`config.mk`:
```
export PLATFORM = sky130hd
export DESIGN_NAME = cdr_ctrl
export DESIGN_NICKNAME = d
export VERILOG_FILES = /design/src/cdr_pkg.sv /design/src/cdr_ctrl.sv
export SDC_FILE = /design/constraint.sdc
export NUM_CORES = 1
export LEC_CHECK = 0
export ABC_AREA = 1
export BUFFER_PORTS_ARGS = -buffer_cell sky130_fd_sc_hd__clkbuf_2
export CAP_MARGIN = 15
export CORE_AREA = 2 2 39 41
export DETAILED_ROUTE_END_ITERATION = 10
export DIE_AREA = 0 0 41 43
export GPL_ROUTABILITY_DRIVEN = 0
export GPL_TIMING_DRIVEN = 0
export HOLD_SLACK_MARGIN = 0.12
export PLACE_DENSITY = 0.67
export SLEW_MARGIN = 20
export SYNTH_ARGS = -nofsm -noshare
export SYNTH_HDL_FRONTEND = slang
export SYNTH_SLANG_ARGS = --single-unit
export TNS_END_PERCENT = 1
```
`constraint.sdc`:
```
create_clock -name clk_i -period 1.3 [get_ports clk_i]
set_input_delay 0.325 -clock clk_i [delete_from_list [all_inputs] [get_ports clk_i]]
set_output_delay 0.325 -clock clk_i [all_outputs]
set_load 0.01 [all_outputs]
```
`src/cdr_pkg.sv`:
```
// Shared types, constants and helpers of the central-difference residual block.
`default_nettype none
package cdr_pkg;

  localparam int unsigned CDR_MAX_PDE   = 16;
  localparam int unsigned CDR_CNT_W     = 5;
  localparam int unsigned CDR_COMP_W    = 4;
  localparam int unsigned CDR_DIV_STEPS = 33;

  localparam logic [1:0] ST_OK      = 2'd0;
  localparam logic [1:0] ST_TOO_FEW = 2'd1;
  localparam logic [1:0] ST_ZERO_SP = 2'd2;

  typedef enum logic [3:0] {
    OP_NONE,
    OP_CLR_INV,
    OP_DIV_START,
    OP_SET_INV,
    OP_QMUL,
    OP_QSAT,
    OP_M1,
    OP_M2,
    OP_M3,
    OP_M4,
    OP_M5,
    OP_OUT_EDGE,
    OP_OUT_RES,
    OP_OUT_RIGHT
  } dp_op_e;

  typedef struct packed {
    logic   accept;
    dp_op_e op;
  } dp_cmd_t;

  typedef struct packed {
    logic [1:0] phase;
    logic       first_comp;
    logic       last_node;
    logic       d_zero;
    logic       inv_zero;
    logic       div_done;
    logic       out_free;
  } dp_sts_t;

  // Clamp a wide signed value to the signed 32-bit range.
  function automatic logic signed [31:0] sat32(input logic signed [65:0] v);
    logic signed [65:0] hi;
    logic signed [65:0] lo;
    hi = 66'sh0_0000_0000_7FFF_FFFF;
    lo = -66'sh0_0000_0000_8000_0000;
    if (v > hi) begin
      sat32 = 32'sh7FFF_FFFF;
    end else if (v < lo) begin
      sat32 = 32'sh8000_0000;
    end else begin
      sat32 = v[31:0];
    end
  endfunction

endpackage
`default_nettype wire

```
`src/cdr_ctrl.sv`:
```
// Controller that sequences one item through the datapath.
`default_nettype none
module cdr_ctrl (
  input  logic             clk_i,
  input  logic             rst_ni,
  input  logic             in_valid_i,
  output logic             in_ready_o,
  input  cdr_pkg::dp_sts_t sts_i,
  output cdr_pkg::dp_cmd_t cmd_o
);
  import cdr_pkg::*;

  typedef enum logic [3:0] {
    S_IDLE, S_DISP, S_DIV, S_QMUL, S_QSAT, S_CALC,
    S_M2, S_M3, S_M4, S_M5, S_EDGE, S_RES, S_RIGHT
  } state_e;

  state_e state_q, state_d;
  dp_op_e op;

  always_comb begin
    state_d = state_q;
    op      = OP_NONE;
    case (state_q)
      S_IDLE: if (in_valid_i) state_d = S_DISP;
      S_DISP: begin
        if (sts_i.phase == 2'd0) begin
          state_d = S_EDGE;
        end else if (sts_i.phase == 2'd1) begin
          state_d = sts_i.last_node ? S_EDGE : S_IDLE;
        end else if (!sts_i.first_comp) begin
          state_d = S_CALC;
        end else if (sts_i.d_zero) begin
          op      = OP_CLR_INV;
          state_d = S_CALC;
        end else begin
          op      = OP_DIV_START;
          state_d = S_DIV;
        end
      end
      S_DIV: begin
        if (sts_i.div_done) begin
          op      = OP_SET_INV;
          state_d = S_QMUL;
        end
      end
      S_QMUL: begin
        op      = OP_QMUL;
        state_d = S_QSAT;
      end
      S_QSAT: begin
        op      = OP_QSAT;
        state_d = S_CALC;
      end
      S_CALC: begin
        if (sts_i.inv_zero) begin
          state_d = S_RES;
        end else begin
          op      = OP_M1;
          state_d = S_M2;
        end
      end
      S_M2: begin
        op      = OP_M2;
        state_d = S_M3;
      end
      S_M3: begin
        op      = OP_M3;
        state_d = S_M4;
      end
      S_M4: begin
        op      = OP_M4;
        state_d = S_M5;
      end
      S_M5: begin
        op      = OP_M5;
        state_d = S_RES;
      end
      S_EDGE: begin
        if (sts_i.out_free) begin
          op      = OP_OUT_EDGE;
          state_d = S_IDLE;
        end
      end
      S_RES: begin
        if (sts_i.out_free) begin
          op      = OP_OUT_RES;
          state_d = sts_i.last_node ? S_RIGHT : S_IDLE;
        end
      end
      S_RIGHT: begin
        if (sts_i.out_free) begin
          op      = OP_OUT_RIGHT;
          state_d = S_IDLE;
        end
      end
      default: state_d = S_IDLE;
    endcase
  end

  always_ff @(posedge clk_i or negedge rst_ni) begin
    if (!rst_ni) begin
      state_q <= S_IDLE;
    end else begin
      state_q <= state_d;
    end
  end

  assign in_ready_o   = (state_q == S_IDLE);
  assign cmd_o.accept = in_valid_i && (state_q == S_IDLE);
  assign cmd_o.op     = op;

`ifndef SYNTHESIS
  a_div_result_used: assert property (@(posedge clk_i) disable iff (!rst_ni)
    (op == OP_SET_INV) |=> (state_q == S_QMUL)) else $error("reciprocal not scaled");
`endif

endmodule
`default_nettype wire

```
==> results of run 1 <==
## cell usage in the layout (no fill, tap or decap), drive strengths merged
cell	n
clkbuf	14
dfrtp	4
o21ai	4
dlygate4sd3	1
nand4	3
a21oi	2
nand3	8
inv	21
nor2	21
nor3	2
buf	10
nand2	41
## worst max-delay path by stage
stage | end | slack (ns) | cells after the start
6_report | cmd_o[1] | -0.43 | 7
2_1_floorplan | cmd_o[1] | 0.002 | 6
3_3_place_gp | cmd_o[1] | -0.23 | 7
4_1_cts | cmd_o[1] | -0.41 | 6
5_1_grt | cmd_o[0] | -0.51 | 6
3_5_place_dp | cmd_o[1] | -0.25 | 7
## cell type report
cell class                      instances  area (um2)
Sequential cell                         4         105
Clock buffer                            4        26.3
Multi-Input combinational cell         81         423
Timing Repair Buffer                   21         124
Fill cell                             137         604
Tap cell                               16        20.0
Inverter                               21        81.3
## logic make-up (layout without fill, tap and decap cells)
kind of cell,Yosys count,after routing,share of synthesized area [%]
AOI/OAI and AO/OA,6,6,6.54
DFF,4,4,19.4
buffers and inverters,21,46,15.3
and+or+nand+nor,75,75,58.8
## metrics by stage
| step | std cells | cell area (um2) | setup WS (ns) |
|---|---|---|---|
| after detailed placement | 138 | 647 | -0.245 |
| after global placement | 138 | 647 | -0.233 |
| final | 147 | 779 | -0.426 |
| after floorplan | 106 | 547 | 0.00216 |
| after CTS | 146 | 731 | -0.414 |
| after global routing | 147 | 779 | -0.510 |
## per-layer routing
layer | track usage (%) | share of wire, %
met1 | 26.9 | 44
met2 | 28.4 | 48
met3 | 9.42 | 7.1
met4 | 4.67 | 1.3
met5 | 0 | 0
## what timing repair did
action / CTS / global route
hold endpoints to repair: 4 / 0
endpoints found under the setup margin: 7 / 10
buffers inserted: 3 / 1
pin swaps: 4 / 10
hold buffers: 1 / 0
gates resized for setup: 11 / 22
## report_power, final
part / switching, uW / internal (uW)
Sequential: 138 / 194
Combinational: 712 / 479
Clock: 58.5 / 116
Total: 908 / 788
==> impl_metrics.csv, run 1 <==
group,metric,value,unit
critical_path,worstSetupEndpointType,"primary output",
sta,fin_ws,-0.426,ns
synthesis,ys_warn_count,0,
cells_and_area,layout-drive-gt1-share,42.7,%
sta,fin_tns_setup,-2.14,ns
critical_path,reg2reg_slack,-0.01,ns
power_and_ir_drop,power_density,2180,nW/um2
synthesis,ys.flop_type,"dfrtp_1",
drt,avgViaCountPerCell,4.78,
critical_path,path_class,"reg2out",
synthesis,ys_ff_latch,4,
job,maxCapViolCount,0,
critical_path,arrival,1.40,ns
sta,worst_pin_slew,0.228,ns
cells_and_area,num-nets-final,143,
critical_path,startpoint_type,"flop",
die,die-width,41,um
place,port-buffer-count,16,
cts,cts_tree,"built",
synthesis,seq_area_frac_synth,19.4,%
run_status,status,"finished, violations left",
cells_and_area,num_antenna_cells,0,
sta,maxSlewViolCount,0,
synthesis,ys_top_cells_by_count,"41 x nand2_1, 21 x inv_1, 20 x nor2_1, 8 x nand3_1",
critical_path,path_cells,"inv_4 -> nor2_4 -> nand2_2 -> o21ai_1 -> inv_1 -> nand4_1 -> buf_2",
synthesis,syn-cell-area,517,um2
critical_path,r2r_cells,9,
power_and_ir_drop,ir_drop,0.00141,V
global_routing,grt_start_max_net_pins,8,
global_routing,grt_pass1_wl,2.41,mm
synthesis,synth_top_area_share,29.8,%
sta,rsz0062_at_grt,"yes",
run_status,violations,"setup timing",
cells_and_area,largest_reg_flops,4,
global_routing,grt.total_usage,20.0,%
drt,first_pass_iters,4,
cts,clk_path_buf_depth,2,
critical_path,crit_buf_inv,3,
sta,finalCritPeriodShare,133,%
synthesis,syn_area_per_cell,4.87,um2
die,io_pins,17,
critical_path,crit_fanout,5,
critical_path,crit_family,"flip-flops",
drt,drtAntennaViolNets,0,
cts,cts_sinks,4,
sta,finalHoldViolCount,0,
place,dpl.hpwl,1.14,mm
sta,hold_ws,0.425,ns
cts,root_buffer,"clkbuf_4",
sta,fmax,579,MHz
synthesis,ys_types,11,
critical_path,critPathSlowestCell,"dfrtp_2",
critical_path,regToRegEndpoint,"state_q[0]",
critical_path,crit-reg2reg-launch,"state_q[0]",
critical_path,cp-startpoint,"state_q[3]",
sta,timing.slew.headroom,84.6,%
die,rows,14,
drt,vias,702,
drt,drc,0,
cts,htreeDepth,1,
cells_and_area,regMostFlops,"state_q",
drt,drtIter0Drc,9,
hold_path,worstHoldPathType,"in2async",
global_routing,grt_pass1_vias,591,
critical_path,critical_path_required,0.98,ns
cts,path_clk_slew,0.04,ns
synthesis,yosys.area.top_type,"nand2_1",
die,core_area,1380,um2
drt,wl_per_cell,9.86,um
global_routing,overflow,0,
synthesis,syn_inst,106,
power_and_ir_drop,p_leak,0.000465,uW
die,die_area,1760,um2
drt,wl,1.45,mm
cts,cts_made_buffers,3,
synthesis,synth_most_common_cell,"nand2_1",
synthesis,async_reset_ff_share,100,%
power_and_ir_drop,totalPowerFinal,1700,uW
die,die_y,43,um
sta,final.min_clock_period,1.73,ns
sta,setup-violations-final,10,
synthesis,synth_edf_count,0,
cells_and_area,final_util,56.3,%
sta,skew,0.0104,ns
cells_and_area,reg.largest.list,"state_q: 4 flops",
synthesis,syn_nets,117,
cts,clk_latency,0.24,ns
global_routing,antenna_found_initial,0,
cells_and_area,synthToLayoutAreaGrowth,50.8,%
synthesis,ys_top_cells_by_area,"nand2_1 30%, dfrtp_1 19%, inv_1 15%, nor2_1 15%, nand3_1 7.7%",
critical_path,slowest_delay,0.46,ns
die,start_util,37.3,%
Power figures use the tool's default switching activity.
==> run 2, diff against run 1 <==
--- a/config.mk
+++ b/config.mk
@@ -6,6 +6,7 @@
 export NUM_CORES = 1
 export LEC_CHECK = 0
 export ABC_AREA = 1
+export ABC_CLOCK_PERIOD_IN_PS = 1300
 export BUFFER_PORTS_ARGS = -buffer_cell sky130_fd_sc_hd__clkbuf_2
 export CAP_MARGIN = 15
 export CORE_AREA = 2 2 39 41
==> constraint.sdc (replaced) <==
create_clock -name clk_i -period 1.3 [get_ports clk_i]
set_input_delay 0.325 -clock clk_i [delete_from_list [all_inputs] [get_ports clk_i]]
set_output_delay 0.325 -clock clk_i [all_outputs]
set_load 0.1 [all_outputs]
==> run 2 against run 1 <==
Compared with the run above:
- the run still ends with setup timing left
- sequential cell count stayed put
- global-route usage rose by 1.5 points
- core utilization rose by 5.8 points
- via count rose by 1.1%
- die area unchanged
- setup slack worse by 0.14 ns
- routed wire length rose by 12%
- non-clock buffer count grew 1
- critical path depth stayed put
- cell count did not move
- sequential share of layout area is 1.4 points lower
- critical path type unchanged
- largest cell class unchanged
==> impl_metrics.csv, run 2 (synthesis results as in run 1) <==
group,metric,value,unit
die,io_pins,17,
hold_path,worstHoldPathType,"in2async",
job,maxCapViolCount,0,
cts,root_buffer,"clkbuf_4",
global_routing,met3_usage,2.62,%
die,rows,14,
critical_path,regToRegEndpoint,"state_q[3]",
die,die-width,41,um
cells_and_area,final_cell_mix,"35 x nand2_1, 17 x inv_1, 11 x nor2_1",
global_routing,top_usage_layer,"met2",
global_routing,met1_usage,27.9,%
drt,drtAntennaViolNets,0,
sta,fmax,536,MHz
die,core_area,1380,um2
global_routing,grt_pass1_vias,634,
cts,htreeDepth,1,
cts,clk_latency,0.26,ns
critical_path,critical_path_required,0.98,ns
drt,drtIter0Drc,38,
cts,cts_made_buffers,3,
global_routing,grt_pass1_wl,2.55,mm
global_routing,grt.total_usage,21.6,%
place,dp_slack,-0.589,ns
global_routing,antenna_found_initial,0,
critical_path,cp-startpoint,"state_q[0]",
critical_path,arrival,1.54,ns
cells_and_area,finalNonFillerCells,147,
cells_and_area,synthToLayoutAreaGrowth,66.3,%
place,dp.cells,138,
sta,rsz0062_at_grt,"yes",
sta,fin_ws,-0.566,ns
run_status,status,"finished, violations left",
sta,worst_pin_slew,0.253,ns
drt,drc,0,
die,die_y,43,um
cts,cts_tree,"built",
critical_path,crit-reg2reg-launch,"state_q[2]",
cells_and_area,final_common_cell,"nand2_1",
cts,cts_sinks,4,
critical_path,startpoint_type,"flop",
critical_path,reg2reg_slack,-0.01,ns
cells_and_area,num_antenna_cells,0,
drt,first_pass_iters,4,
die,start_util,37.3,%
sta,hold_ws,0.407,ns
global_routing,met2_usage,31.9,%
critical_path,r2r_cells,8,
cells_and_area,num-nets-final,144,
sta,maxSlewViolCount,0,
critical_path,path_class,"reg2out",
drt,avgViaCountPerCell,4.83,
global_routing,grt_start_max_net_pins,7,
cts,path_clk_slew,0.05,ns
sta,setup-violations-final,8,
global_routing,overflow,0,
place,port-buffer-count,16,
sta,final.min_clock_period,1.87,ns
sta,skew,0.0131,ns
cells_and_area,regMostFlops,"state_q",
place,placed_area,636,um2
cts,clk_path_buf_depth,2,
sta,finalHoldViolCount,0,
cells_and_area,layout-drive-gt1-share,37.4,%
drt,wl_per_cell,11.0,um
cells_and_area,finalInstanceArea,860,um2
run_status,violations,"setup timing",
drt,vias,710,
cells_and_area,largest_reg_flops,4,
die,die_area,1760,um2
sta,timing.slew.headroom,83.0,%
place,dpl.hpwl,1.12,mm
critical_path,crit_fanout,4,
cells_and_area,reg.largest.list,"state_q: 4 flops",
critical_path,worstSetupEndpointType,"primary output",
drt,wl,1.62,mm
sta,finalCritPeriodShare,144,%
run 2: metal layers:
layer  up-vias  wire (um)
met5         -          0
met4         0         53
met3         5         92
met2        23        807
met1       311        666
li1        371          -
run 2: timing repair:
item,4_1_cts,5_1_grt
setup endpoints to repair,8,10
buffers inserted,5,0
pin swaps,6,1
hold endpoints to repair,4,0
gates resized for setup,36,6
hold buffers,1,0
run 2: final cells by class:
class,instances,area [um2]
sequential,4,104
timing repair buffer,22,223
clock buffer,3,22.5
multi-input combinational,81,412
inverter,21,78.8
tap,16,20.0
fill,127,524
run 2: worst max path at each step:
stage               end  slack, ns  depth (start not counted)
4_1_cts        cmd_o[1]      -0.53                          7
6_report       cmd_o[0]      -0.57                          7
2_1_floorplan  cmd_o[1]      -0.70                          5
3_5_place_dp   cmd_o[0]      -0.59                          6
5_1_grt        cmd_o[2]      -0.62                          7
3_3_place_gp   cmd_o[1]      -0.60                          7
run 2: per-stage QoR:
| step | TNS (ns) | util, % |
|---|---|---|
| 5_1_grt | -3.83 | 62.1 |
| 3_5_place_dp | -3.15 | 45.9 |
| 3_3_place_gp | -3.15 | 45.9 |
| 2_1_floorplan | -4.29 | - |
| 4_1_cts | -2.82 | 61.1 |
| 6_report | -3.03 | 62.1 |
run 2: critical path, cell delays in order, from the launching register on:
cell     delay [ns]
dfrtp_1        0.39
buf_4          0.16
nor2_4         0.12
nand2_1        0.13
nand2_1        0.10
inv_1          0.04
nand4_1        0.12
buf_8          0.21
Power of run 2 is left out: the tool's default activity adds up to more than one toggle a clock period on the data nets, which glitch-free logic cannot reach.
==> run 3, diff against run 2 <==
--- a/config.mk
+++ b/config.mk
@@ -9,13 +9,15 @@
 export ABC_CLOCK_PERIOD_IN_PS = 1300
 export BUFFER_PORTS_ARGS = -buffer_cell sky130_fd_sc_hd__clkbuf_2
 export CAP_MARGIN = 15
-export CORE_AREA = 2 2 39 41
+export CELL_PAD_IN_SITES_DETAIL_PLACEMENT = 0
+export CELL_PAD_IN_SITES_GLOBAL_PLACEMENT = 1
+export CORE_UTILIZATION = 27
 export DETAILED_ROUTE_END_ITERATION = 10
-export DIE_AREA = 0 0 41 43
 export GPL_ROUTABILITY_DRIVEN = 0
 export GPL_TIMING_DRIVEN = 0
 export HOLD_SLACK_MARGIN = 0.12
-export PLACE_DENSITY = 0.67
+export PLACE_DENSITY = 0.73
+export SKIP_LAST_GASP = 1
 export SLEW_MARGIN = 20
 export SYNTH_ARGS = -nofsm -noshare
 export SYNTH_HDL_FRONTEND = slang
==> run 3 against run 2 <==
Compared with the run above:
- the flow still finishes with violations (setup timing)
- clock skew decreased by 0.0092 ns
- non-clock buffer count decreased by 2
- sequential cell count unchanged
- largest cell class unchanged
==> impl_metrics.csv, run 3 (synthesis results as in run 1) <==
group,metric,value,unit
die,io_pins,17,
sta,worst_pin_slew,0.301,ns
hold_path,worstHoldPathType,"in2async",
critical_path,critical_path_required,0.98,ns
sta,skew,0.00393,ns
cells_and_area,synthToLayoutAreaGrowth,56.7,%
die,die_y,45.7,um
cts,htreeDepth,1,
global_routing,grt.total_usage,17.3,%
die,start_util,29.3,%
sta,finalCritPeriodShare,145,%
place,placed_area,647,um2
die,core_area,1760,um2
cells_and_area,final_util,45.9,%
run_status,violations,"setup timing",
cells_and_area,layout-drive-gt1-share,34.9,%
drt,vias,688,
global_routing,overflow,0,
run_status,status,"finished, violations left",
cts,cts_sinks,4,
cells_and_area,num-nets-final,142,
drt,avgViaCountPerCell,4.47,
cts,root_buffer,"clkbuf_4",
sta,final.min_clock_period,1.88,ns
cts,cts_made_buffers,3,
drt,first_pass_iters,4,
sta,finalHoldViolCount,0,
drt,wl_per_cell,10.2,um
die,rows,15,
cts,clk_path_buf_depth,2,
global_routing,met3_usage,0.794,%
cells_and_area,final_common_cell,"nand2_1",
global_routing,met1_usage,23.4,%
cells_and_area,multi_input_area,402,um2
sta,rsz0062_at_grt,"yes",
cells_and_area,finalNonFillerCells,154,
drt,drc,0,
die,die-width,45.7,um
cells_and_area,largest_reg_flops,4,
cts,cts_tree,"built",
cells_and_area,reg.largest.list,"state_q: 4 flops",
global_routing,met2_usage,28.6,%
critical_path,crit_fanout,7,
sta,fmax,532,MHz
cts,clk_latency,0.24,ns
cells_and_area,seq_area,104,um2
drt,wl,1.57,mm
drt,drtAntennaViolNets,0,
critical_path,startpoint_type,"flop",
sta,timing.slew.headroom,80.1,%
cells_and_area,finalInstanceArea,810,um2
cells_and_area,num_antenna_cells,0,
sta,hold_ws,0.417,ns
critical_path,path_class,"reg2out",
global_routing,top_usage_layer,"met2",
global_routing,grt_start_max_net_pins,8,
critical_path,arrival,1.56,ns
global_routing,grt_pass1_wl,2.59,mm
place,dp.cells,147,
cells_and_area,regMostFlops,"state_q",
sta,maxSlewViolCount,0,
cells_and_area,num-fill-cells,202,
place,dpl.hpwl,1.21,mm
drt,drtIter0Drc,30,
die,die_area,2090,um2
place,port-buffer-count,16,
cells_and_area,final_cell_mix,"36 x nand2_1, 17 x inv_1, 12 x nor2_1",
global_routing,grt_pass1_vias,638,
sta,fin_ws,-0.581,ns
cts,path_clk_slew,0.04,ns
sta,setup-violations-final,10,
critical_path,worstSetupEndpointType,"primary output",
global_routing,antenna_found_initial,0,
job,maxCapViolCount,0,
run 3: cell count changes in the layout (fill, tap and decap cells not counted), sizes merged:
cell,delta
clkbuf,-1
buf,-1
run 3: final timing paths:
path / from / to / slack (ns) / cells after the start
max: state_q[1] / cmd_o[3] / -0.58 / 7
min: rst_ni / state_q[0] / 0.42 / 2
max reg2reg: state_q[1] / state_q[1] / -0.02 / 7
min reg2reg: state_q[1] / state_q[1] / 0.64 / 2
max in group asynchronous: rst_ni / state_q[3] / 0.75 / 2
min in group clk_i: sts_i[0] / state_q[0] / 0.46 / 4
run 3: per-stage QoR:
stage	TNS [ns]	setup slack (ns)
4_1_cts	-3.32	-0.563
3_3_place_gp	-3.56	-0.664
2_1_floorplan	-4.29	-0.697
6_report	-3.31	-0.581
5_1_grt	-4.17	-0.635
3_5_place_dp	-3.51	-0.624
run 3: per-layer routing:
metal | part of all wire [%] | wire length, um
met3 | 5.1 | 80
met4 | 0.96 | 15
met5 | 0 | 0
met1 | 47 | 736
met2 | 47 | 735
run 3: area by class of cell:
cell class                 instances  share of cell area [%]
clock buffer                       3                    2.78
tap                               25                    3.86
multi-input combinational         81                    49.6
inverter                          21                    9.74
sequential                         4                    12.8
timing repair buffer              20                    21.2
run 3: worst max-delay path: stages, from the launching register on:
cell and delay, ns:
dfrtp_2 0.47, inv_2 0.05, nor2_2 0.14, nand2_2 0.09
o21ai_1 0.13, inv_1 0.07, nand4_1 0.16, buf_12 0.20
run 3: timing repair:
action | 4_1_cts | 5_1_grt
gates resized for setup | 27 | 10
hold buffers | 1 | 0
pin swaps | 2 | 2
endpoints found under the setup margin | 10 | 10
endpoints found under the hold margin | 4 | 0
buffers inserted | 3 | 0
Power of run 3 is left out for the same reason.
